`src/sv/hsp_pkg.sv`:
```
// Shared types and constants of the HTTP status line parser.
// No dependencies; used by every RTL file.
package hsp_pkg;

   localparam int BYTE_W      = 8;
   localparam int CODE_W      = 10;
   localparam int POS_W       = 3;
   localparam int PREFIX_LEN  = 5;
   localparam int CODE_DIGITS = 3;

   localparam logic [BYTE_W-1:0] CH_LF   = 8'h0A;
   localparam logic [BYTE_W-1:0] CH_CR   = 8'h0D;
   localparam logic [BYTE_W-1:0] CH_SP   = 8'h20;
   localparam logic [BYTE_W-1:0] CH_ZERO = 8'h30;
   localparam logic [BYTE_W-1:0] CH_NINE = 8'h39;

   localparam logic [CODE_W-1:0] CODE_MIN = 10'd100;
   localparam logic [CODE_W-1:0] CODE_MAX = 10'd999;

   // One received byte held in the input register
   typedef struct packed {
      logic              start;
      logic [BYTE_W-1:0] data;
   } hsp_item_type;

   // Result produced by the parser core for one byte
   typedef struct packed {
      logic              valid;
      logic              ok;
      logic [CODE_W-1:0] code;
   } hsp_result_type;

   // Expected byte of the "HTTP/" prefix at a given position
   function automatic logic [BYTE_W-1:0] prefix_char(input logic [POS_W-1:0] pos);
      logic [BYTE_W-1:0] ch;
      case (pos)
         3'd0:    ch = 8'h48;   // H
         3'd1:    ch = 8'h54;   // T
         3'd2:    ch = 8'h54;   // T
         3'd3:    ch = 8'h50;   // P
         3'd4:    ch = 8'h2F;   // /
         default: ch = 8'h00;
      endcase
      return ch;
   endfunction

endpackage

```
`src/sv/hsp_if.sv`:
```
// Valid/ready channel interfaces for the request bytes and the parse results.
// Depends on hsp_pkg for field widths.
interface hsp_req_if;
   logic                       valid;
   logic                       ready;
   logic                       start_of_response;
   logic [hsp_pkg::BYTE_W-1:0] rx_byte;

   modport source (output valid, output start_of_response, output rx_byte, input ready);
   modport sink   (input valid, input start_of_response, input rx_byte, output ready);
endinterface

interface hsp_rsp_if;
   logic                       valid;
   logic                       ready;
   logic                       status_ok;
   logic [hsp_pkg::CODE_W-1:0] status_code;

   modport source (output valid, output status_ok, output status_code, input ready);
   modport sink   (input valid, input status_ok, input status_code, output ready);
endinterface

```
`src/sv/http_status_line_parser.sv`:
```
// The parser takes one response byte per clock cycle, back to back, with no
// idle cycles between bytes as long as results are taken promptly. A
// transferred byte is held in the input register while the core parses it
// against the line state. The line state, and the result register for the
// terminating LF, load when the byte moves on, so the LF is registered in
// the input register and then in the result register, which drives
// rsp.valid. The single state update per byte sets this one-byte-per-cycle
// rate. A result waiting in the result register stalls the input: the held
// byte does not advance until that result is transferred, whether or not the
// byte ends a line. The input register can still take one byte while it is
// empty. req.ready follows rsp.ready in the same cycle.
//
// Top level of the HTTP status line parser.
// Depends on hsp_pkg, hsp_if, hsp_in_stage and hsp_core.
module http_status_line_parser (
   input  logic      clock,
   input  logic      reset,
   hsp_req_if.sink   req,
   hsp_rsp_if.source rsp
);
   import hsp_pkg::*;

   logic              item_valid;
   hsp_item_type      item;
   hsp_result_type    result;
   logic              advance;
   logic              rsp_valid_ff, rsp_valid_in;
   logic              rsp_ok_ff, rsp_ok_in;
   logic [CODE_W-1:0] rsp_code_ff, rsp_code_in;

   // Move the held byte on when the result register can take a result
   assign advance = item_valid && (!rsp_valid_ff || rsp.ready);

   hsp_in_stage u_in_stage (
      .clock      (clock),
      .reset      (reset),
      .req_valid  (req.valid),
      .req_ready  (req.ready),
      .req_start  (req.start_of_response),
      .req_data   (req.rx_byte),
      .advance    (advance),
      .item_valid (item_valid),
      .item       (item)
   );

   hsp_core u_core (
      .clock  (clock),
      .reset  (reset),
      .step   (advance),
      .item   (item),
      .result (result)
   );

   // Load a new result, drop a transferred one, hold otherwise
   always_comb begin
      rsp_valid_in = rsp_valid_ff;
      rsp_ok_in    = rsp_ok_ff;
      rsp_code_in  = rsp_code_ff;
      if (result.valid) begin
         rsp_valid_in = 1'b1;
         rsp_ok_in    = result.ok;
         rsp_code_in  = result.code;
      end else if (rsp.ready) begin
         rsp_valid_in = 1'b0;
      end
   end

   always_ff @(posedge clock) begin
      if (reset) begin
         rsp_valid_ff <= 1'b0;
      end else begin
         rsp_valid_ff <= rsp_valid_in;
      end
      rsp_ok_ff   <= rsp_ok_in;
      rsp_code_ff <= rsp_code_in;
   end

   assign rsp.valid       = rsp_valid_ff;
   assign rsp.status_ok   = rsp_ok_ff;
   assign rsp.status_code = rsp_code_ff;

endmodule

```
`src/sv/hsp_in_stage.sv`:
```
// Input register of the status line parser: holds one accepted byte.
// Depends on hsp_pkg.
module hsp_in_stage (
   input  logic                  clock,
   input  logic                  reset,
   input  logic                  req_valid,
   output logic                  req_ready,
   input  logic                  req_start,
   input  logic [hsp_pkg::BYTE_W-1:0] req_data,
   input  logic                  advance,
   output logic                  item_valid,
   output hsp_pkg::hsp_item_type item
);
   import hsp_pkg::*;

   logic         valid_ff, valid_in;
   hsp_item_type item_ff, item_in;

   // Take a new byte whenever the register is empty or moves on this cycle
   assign req_ready = !valid_ff || advance;

   always_comb begin
      valid_in = valid_ff;
      item_in  = item_ff;
      if (req_ready) begin
         valid_in = req_valid;
         item_in  = '{start: req_start, data: req_data};
      end
   end

   always_ff @(posedge clock) begin
      if (reset) begin
         valid_ff <= 1'b0;
      end else begin
         valid_ff <= valid_in;
      end
      item_ff <= item_in;
   end

   assign item_valid = valid_ff;
   assign item       = item_ff;

endmodule

```
`src/sv/hsp_core.sv`:
```
// Parser core: status line state and the per-byte next-state logic.
// Depends on hsp_pkg.
module hsp_core (
   input  logic                    clock,
   input  logic                    reset,
   input  logic                    step,
   input  hsp_pkg::hsp_item_type   item,
   output hsp_pkg::hsp_result_type result
);
   import hsp_pkg::*;

   typedef enum logic [5:0] {
      PH_PREFIX  = 6'b000001,
      PH_VERSION = 6'b000010,
      PH_CODE    = 6'b000100,
      PH_REASON  = 6'b001000,
      PH_FAILED  = 6'b010000,
      PH_DONE    = 6'b100000
   } phase_type;

   phase_type         phase_ff, phase_in;
   logic [POS_W-1:0]  pos_ff, pos_in;
   logic [CODE_W-1:0] acc_ff, acc_in;
   logic              pending_cr_ff, pending_cr_in;

   phase_type         cur_phase;
   logic [POS_W-1:0]  cur_pos;
   logic [CODE_W-1:0] cur_acc;
   logic              cur_pending_cr;
   logic [CODE_W-1:0] acc_times10;
   logic              is_digit;
   logic              line_ok;

   // Start flag clears the state before the byte is parsed
   always_comb begin
      if (item.start) begin
         cur_phase      = PH_PREFIX;
         cur_pos        = '0;
         cur_acc        = '0;
         cur_pending_cr = 1'b0;
      end else begin
         cur_phase      = phase_ff;
         cur_pos        = pos_ff;
         cur_acc        = acc_ff;
         cur_pending_cr = pending_cr_ff;
      end
   end

   assign acc_times10 = (cur_acc << 3) + (cur_acc << 1);
   assign is_digit    = item.data inside {[CH_ZERO:CH_NINE]};
   assign line_ok     = (cur_phase == PH_REASON) ||
                        (cur_phase == PH_CODE && cur_pos == POS_W'(CODE_DIGITS));

   // Advance the parse by one byte
   always_comb begin
      phase_in      = cur_phase;
      pos_in        = cur_pos;
      acc_in        = cur_acc;
      pending_cr_in = cur_pending_cr;
      result        = '{valid: 1'b0, ok: 1'b0, code: '0};

      if (cur_phase == PH_DONE) begin
         // ignore bytes until the next start flag
      end else if (item.data == CH_LF) begin
         phase_in     = PH_DONE;
         result.valid = 1'b1;
         if (line_ok && cur_acc >= CODE_MIN && cur_acc <= CODE_MAX) begin
            result.ok   = 1'b1;
            result.code = cur_acc;
         end
      end else begin
         case (cur_phase)
            PH_PREFIX: begin
               if (cur_pos < POS_W'(PREFIX_LEN) && item.data == prefix_char(cur_pos)) begin
                  if (cur_pos == POS_W'(PREFIX_LEN - 1)) begin
                     phase_in = PH_VERSION;
                     pos_in   = '0;
                  end else begin
                     pos_in = cur_pos + 1'b1;
                  end
               end else begin
                  phase_in = PH_FAILED;
               end
            end
            PH_VERSION: begin
               if (item.data == CH_SP) begin
                  phase_in      = PH_CODE;
                  pos_in        = '0;
                  acc_in        = '0;
                  pending_cr_in = 1'b0;
               end
            end
            PH_CODE: begin
               if (cur_pending_cr) begin
                  // the CR was not followed by LF: malformed code
                  phase_in      = PH_FAILED;
                  pending_cr_in = 1'b0;
               end else if (item.data == CH_CR) begin
                  pending_cr_in = 1'b1;
               end else if (item.data == CH_SP) begin
                  phase_in = (cur_pos == POS_W'(CODE_DIGITS)) ? PH_REASON : PH_FAILED;
               end else if (is_digit && cur_pos < POS_W'(CODE_DIGITS)) begin
                  acc_in = acc_times10 + {{(CODE_W-4){1'b0}}, item.data[3:0]};
                  pos_in = cur_pos + 1'b1;
               end else begin
                  phase_in = PH_FAILED;
               end
            end
            default: begin
               // reason and failed: wait for the LF
            end
         endcase
      end

      if (!step) begin
         result.valid = 1'b0;
      end
   end

   // Hold state unless a byte is processed
   always_ff @(posedge clock) begin
      if (reset) begin
         phase_ff      <= PH_PREFIX;
         pos_ff        <= '0;
         acc_ff        <= '0;
         pending_cr_ff <= 1'b0;
      end else if (step) begin
         phase_ff      <= phase_in;
         pos_ff        <= pos_in;
         acc_ff        <= acc_in;
         pending_cr_ff <= pending_cr_in;
      end
   end

endmodule

```
`src/flat_wrapper.sv`:
```
// flat-port wrapper written by rule: the top's interface ports become plain ports
module http_status_line_parser_flat import hsp_pkg::*;
  (clock, reset, req_valid, req_start_of_response, req_rx_byte, req_ready, rsp_valid, rsp_status_ok, rsp_status_code, rsp_ready);
  hsp_req_if req_i ();
  hsp_rsp_if rsp_i ();
  input  logic clock;
  input  logic reset;
  input wire logic [$bits(req_i.valid)-1:0] req_valid;
  input wire logic [$bits(req_i.start_of_response)-1:0] req_start_of_response;
  input wire logic [$bits(req_i.rx_byte)-1:0] req_rx_byte;
  output wire logic [$bits(req_i.ready)-1:0] req_ready;
  output wire logic [$bits(rsp_i.valid)-1:0] rsp_valid;
  output wire logic [$bits(rsp_i.status_ok)-1:0] rsp_status_ok;
  output wire logic [$bits(rsp_i.status_code)-1:0] rsp_status_code;
  input wire logic [$bits(rsp_i.ready)-1:0] rsp_ready;
  assign req_i.valid = req_valid;
  assign req_i.start_of_response = req_start_of_response;
  assign req_i.rx_byte = req_rx_byte;
  assign req_ready = req_i.ready;
  assign rsp_valid = rsp_i.valid;
  assign rsp_status_ok = rsp_i.status_ok;
  assign rsp_status_code = rsp_i.status_code;
  assign rsp_i.ready = rsp_ready;
  http_status_line_parser u_core (.clock(clock), .reset(reset), .req(req_i), .rsp(rsp_i));
endmodule
```
`config.mk`:
```
export PLATFORM = sky130hd
export DESIGN_NAME = http_status_line_parser_flat
export DESIGN_NICKNAME = d
export VERILOG_FILES = /design/src/sv/hsp_pkg.sv /design/src/sv/hsp_if.sv /design/src/sv/http_status_line_parser.sv /design/src/sv/hsp_in_stage.sv /design/src/sv/hsp_core.sv /design/src/flat_wrapper.sv
export SDC_FILE = /design/constraint.sdc
export NUM_CORES = 1
export LEC_CHECK = 0
export ABC_AREA = 1
export ABC_CLOCK_PERIOD_IN_PS = 2250
export BUFFER_PORTS_ARGS = -buffer_cell sky130_fd_sc_hd__clkbuf_2
export CORE_MARGIN = 8
export CORE_UTILIZATION = 35
export DETAILED_ROUTE_END_ITERATION = 10
export GPL_TIMING_DRIVEN = 0
export PLACE_DENSITY_LB_ADDON = 0.05
export SETUP_SLACK_MARGIN = 0.05
export SLEW_MARGIN = 20
export SYNTH_ARGS = -nofsm -noshare
export SYNTH_HDL_FRONTEND = slang
export SYNTH_SLANG_ARGS = --single-unit
```
`constraint.sdc`:
```
create_clock -name clock -period 2.25 [get_ports clock]
set_input_delay 0.3375 -clock clock [delete_from_list [all_inputs] [get_ports clock]]
set_output_delay 0.3375 -clock clock [all_outputs]
set_load 0.005 [all_outputs]
```
# Yosys cells after proc, flatten, opt, wreduce, memory -nomap -nowiden
# Cells that the tools add are included.
# totals
in_bits	13
wordCells	100
ff_bits	42
output_inout_bits	13
# classes
muxes	49
bitwise_logic	2
reduce_logical	17
n_eq_ne	13
order_cmp	6
n_addsub	3
# op_table
operator	n
two-way mux 10 bit	8
two-way mux 6 bit	10
two-way mux 3 bit	10
case mux 7 bit (4 select lines)	1
two-way mux 12 bit	2
two-way mux 8 bit	3
case mux 10 bit (2 select lines)	1
case mux 6 bit (3 select lines)	1
== test 8 x 4 -> 1 bit (second input constant)	2
two-way mux 11 bit	1
adder 10 bit	1
adder 10 x 4 -> 10 bit	1
greater-or-equal comparator 10 x 7 -> 1 bit (second input constant)	1
<= comparator 10 bit (second input constant)	1
two-way mux 1 bit	9
case mux 3 bit (3 select lines)	1
== test 8 x 6 -> 1 bit (second input constant)	1
== test 8 bit	1
greater-or-equal comparator 8 x 6 -> 1 bit (second input constant)	1
<= comparator 8 x 6 -> 1 bit (second input constant)	1
logical AND 1 bit	7
== test 3 x 2 -> 1 bit (second input constant)	2
== test 6 x 1 -> 1 bit (second input constant)	1
== test 6 x 2 -> 1 bit (second input constant)	1
17 further kinds	22

# Longest topological paths before layout
# logic_depth
ltp_word	13
ltp_mapped	20

# Modules after synthesis
# From an unflattened synthesis, not the netlist that was laid out.
# hier_totals
hier_cells	420
hier_area_um2	2996.6
# by_module_without_submodules
mod	seq_area_each_um2	area_each_um2	cells_each	instances
hsp_core	400.4	2303.5	389	1
http_status_line_parser	350.3	380.4	17	1
hsp_in_stage	290.3	312.8	14	1

# Worst setup path before layout
# No wires, ideal clock.
# synth_timing
kind	flip-flop to flip-flop
startpoint	register u_core.u_in_stage.item_ff (netlist bit u_core.u_in_stage.item[8])
endpoint	register u_core.u_core.acc_ff[9]
required_time_ns	2.131
arrival_ns	2.347
setup_ns	0.119
path_buffers	1
path_stages_with_launch	18
slack_ns	-0.216
cell_sequence	edfxtp_1 > inv_2 > buf_6 > nand2_1 > inv_1 > a21oi_1 > ha_1 > o21bai_1 > ha_1 > a21oi_1 > nand2_1 > a21oi_1 > or2_2 > nand3b_1 > nand2_1 > nand2_1 > nand2_1 > a21oi_1
# synth_via
elab_chain_len	10
elab_cells_between_ends	19
classes_between	add/sub: 2; order compare: 1; eq/ne: 3; mux: 12; reduce/logical: 1
# synth_rtl
item	line	text
from (decl)	hsp_in_stage.sv:17	hsp_item_type item_ff, item_in;
from (signal assigned)	hsp_in_stage.sv:37	item_ff <= item_in;
two-way mux 10 bit or two-way mux 3 bit (tied branches)	hsp_core.sv:36	if (item.start) begin
adder 10 bit or less-than comparator 3 x 2 -> 1 bit (tied branches)	hsp_core.sv:49, hsp_core.sv:102	
adder 10 x 4 -> 10 bit or logical AND 1 bit (tied branches)	hsp_core.sv:103, hsp_core.sv:102	
two-way mux 10 bit	hsp_core.sv:102	end else if (is_digit && cur_pos < POS_W'(CODE_DIGITS)) begin
two-way mux 10 bit	hsp_core.sv:100	end else if (item.data == CH_SP) begin
two-way mux 10 bit	hsp_core.sv:98	end else if (item.data == CH_CR) begin
two-way mux 10 bit	hsp_core.sv:94	if (cur_pending_cr) begin
case mux 10 bit (2 select lines)	hsp_core.sv:72	case (cur_phase)
two-way mux 10 bit	hsp_core.sv:64	end else if (item.data == CH_LF) begin
two-way mux 10 bit (*)	hsp_core.sv:62	if (cur_phase == PH_DONE) begin
to (signal assigned)	hsp_core.sv:130	acc_ff <= acc_in;
to (decl)	hsp_core.sv:23	logic [CODE_W-1:0] acc_ff, acc_in;
# Mark *: on every way between the ends. The rest lies on a longest branch, timed or not.
# A chain may end at the register's enable or synchronous reset.

# Worst setup path after layout
# Ends and elaborated chain as after synthesis.

==> results_dict.tcl <==
set metrics [dict create \
    n_fill_cell 901 \
    grt_max_degree 15 \
    worst_clock_skew_ns 0.0101 \
    cts.path.max_buffers 2 \
    io_buffers 24 \
    clk_latency_ns 0.31 \
    async_reset_ff_share_pct 0 \
    hold_viol 0 \
    cts_buffers 5 \
    design_area_um2 3810 \
    dp_hpwl_um 6690 \
    multiInputGateArea_um2 1940 \
    placedInstanceArea_um2 3330 \
    ys.flop_type "dfxtp_1" \
    holdWs_ns 0.200 \
    yosysWarnings 0 \
    clock_sinks 42 \
    setup_viol 6 \
    coreArea_um2 8550 \
    synth-seq-cells 42 \
    relSlewSlack_pct 57.4 \
    die-area_um2 11900 \
    drive_above_1_share_pct 23.4 \
    fin_nets 520 \
    rsz0062_at_grt "true" \
    fin_crit_sh_pct 111 \
    leakagePower_nw 1.73 \
    synth_seq_area_share_pct 34.4 \
    cp.arrival_ns 2.71 \
    ios 26 \
    powerDensity_nw_per_um2 445 \
    htree_levels 2 \
    synth_fp_nets 467 \
    grt_pass1_wl_um 14200 \
    cp.required_ns 2.46 \
    path_max_fanout 5 \
    antenna_found_initial 0 \
    status "finished with violations" \
    track_usage_pct 15.4 \
    syn_area_per_cell_um2 6.99 \
    antennaDiodeCount 0 \
    clockRootBuffer "clkbuf_8" \
    tightest_slew_ns 0.638 \
    dr.pass1.iters 4 \
    min_path_type "primary input to flip-flop" \
    synthesis.instances 433 \
    critPathLaunchType "flip-flop" \
    dr_total_vias 3019 \
    wirelength_um 9000 \
    ys_types 36 \
    grt_pass1_vias 2920 \
    core.rowCount 34 \
    synth_edf_count 20 \
    initialDrtViolationCount 124 \
    layout_commonest_cell "nand2_1" \
    cts_hold_buf 0 \
    die_h_um 109 \
    critPathKind "flip-flop to flip-flop" \
    remaining_drc_errors 0 \
    drv_slew 0 \
    wl_per_cell_um 15.1 \
    finalSetupTns_ns -1.03 \
    ir_worst_vdd_mv 0.218 \
    worst_slack_ns -0.250 \
    clkTransAtPathRegs_ns 0.09 \
    crit_path_end_kind "flip-flop" \
    synthesis.area_um2 3030 \
    overflow 0 \
    tritoncts "done" \
    period_needed_ns 2.50 \
    layout_common_cells "nand2_1 (98), inv_1 (62), nor2_1 (38)" \
    viasPerCell 5.07 \
    gp_congestion 0.902 \
    syn_to_final_growth_pct 26.0 \
    die_w_um 109 \
    failed_checks "negative setup slack" \
    maxCapViolations 0 \
    fmax_mhz 400 \
    initial_core_util_pct 35.4 \
    ant_nets 0 \
    area.sequential_um2 1040 \
]
-- worst max-delay path, stage by stage, from the launching register on --
cell	delay (ns)
edfxtp_1	0.42
inv_2	0.08
buf_12	0.15
nand2_8	0.07
inv_8	0.04
nor2_4	0.11
a21oi_4	0.05
ha_4	0.16
o21bai_4	0.17
ha_4	0.27
a21oi_4	0.17
nand2_4	0.08
a21oi_4	0.15
or2_4	0.13
nand3b_1	0.08
nand2_2	0.09
nand2_2	0.05
nand2_2	0.06
a21oi_1	0.05
-- power by group --
group,switching (mW),internal (mW),total (mW)
clock network,0.301,0.219,0.520
logic,0.200,0.124,0.324
registers,0.0305,0.824,0.855
total,0.532,1.17,1.70
-- synthesized netlist by cell type (2+ instances only) --
cell type  instances  area share (%)
a21oi_1           35             5.8
a31oi_1            4            0.83
clkbuf_1           4            0.50
dfxtp_1           22              15
edfxtp_1          20              20
ha_1              20             8.3
inv_1             65             8.1
inv_2              3            0.37
nand2_1          106              13
nand2_2            3            0.62
nand3_1           32             5.3
nand3b_1           2            0.50
nand4_1            8             1.7
nor2_1            47             5.8
nor2_2             3            0.62
nor2_4             3             1.1
nor3_1             4            0.66
o211ai_1           6             1.5
o21ai_0           23             3.8
o21ai_2            2            0.58
o21bai_1           2            0.50
or2_2              2            0.41
xor2_1             4             1.2
-- metal layers --
metal / part of all wire (%) / routed length [um] / global-route usage [%]
met1: 43 / 3860 / 18.1
met2: 48 / 4270 / 26.6
met3: 6.6 / 594 / 2.78
met4: 2.9 / 265 / 7.14
met5: 0 / 0 / 0
-- flip-flops by register name (all words and copies together), names as in the netlist, 3 cells and up --
name                    count
u_core.rsp.status_code     10
u_core.u_core.acc_ff       10
u_core.u_in_stage.item      9
u_core.u_core.phase_ff      6
u_core.u_core.pos_ff        3
-- metrics by stage --
step           worst slack [ns]  power, mW  cells  util [%]
6_report                 -0.250       1.70    595      44.6
5_1_grt                  -0.413       1.78    595      44.6
4_1_cts                  -0.313       1.70    586      42.7
3_5_place_dp             -0.484       1.13    566      39.0
3_3_place_gp             -0.807       1.13    565      38.8
2_1_floorplan            -0.106       1.06    433         -
-- what timing repair did --
| action | in CTS | in global routing |
|---|---|---|
| resized for setup | 30 | 20 |
| buffers inserted | 12 | 9 |
| pin swaps | 13 | 14 |
| gates cloned | 0 | 0 |
| endpoints found under the setup margin | 25 | 35 |
-- cell type report --
| cell class | instances | share of cell area [%] |
|---|---|---|
| multi-input cells | 316 | 51.0 |
| clock buffers | 5 | 1.80 |
| well taps | 108 | 3.54 |
| repair buffers | 46 | 7.48 |
| plain buffers | 7 | 1.35 |
| inverters | 68 | 7.02 |
| clock inverters | 3 | 0.558 |
| flip-flops and latches | 42 | 27.3 |
-- worst paths after layout --
kind | slack, ns | end | startpoint | cells past startpoint
min | 0.20 | u_core.u_in_stage.item[8]$_DFFE_PP_ | req_start_of_response | 1
max | -0.25 | u_core.u_core.acc_ff[9]$_SDFFE_PP0P_ | u_core.u_in_stage.item[8]$_DFFE_PP_ | 18
max reg2reg | -0.25 | u_core.u_core.acc_ff[9]$_SDFFE_PP0P_ | u_core.u_in_stage.item[8]$_DFFE_PP_ | 18
min reg2reg | 0.48 | u_core.u_core.phase_ff[0]$_SDFFE_PP1P_ | u_core.u_core.phase_ff[0]$_SDFFE_PP1P_ | 2
-- kinds of logic after synthesis --
family | Yosys count | share of synthesized area, %
simple gates | 213 | 31.3
compound gates | 77 | 14.3
flops | 42 | 34.4
xor+xnor | 5 | 1.45
fa+ha+maj | 21 | 8.93
buf+inv | 75 | 9.71
Power figures use the tool's default switching activity.
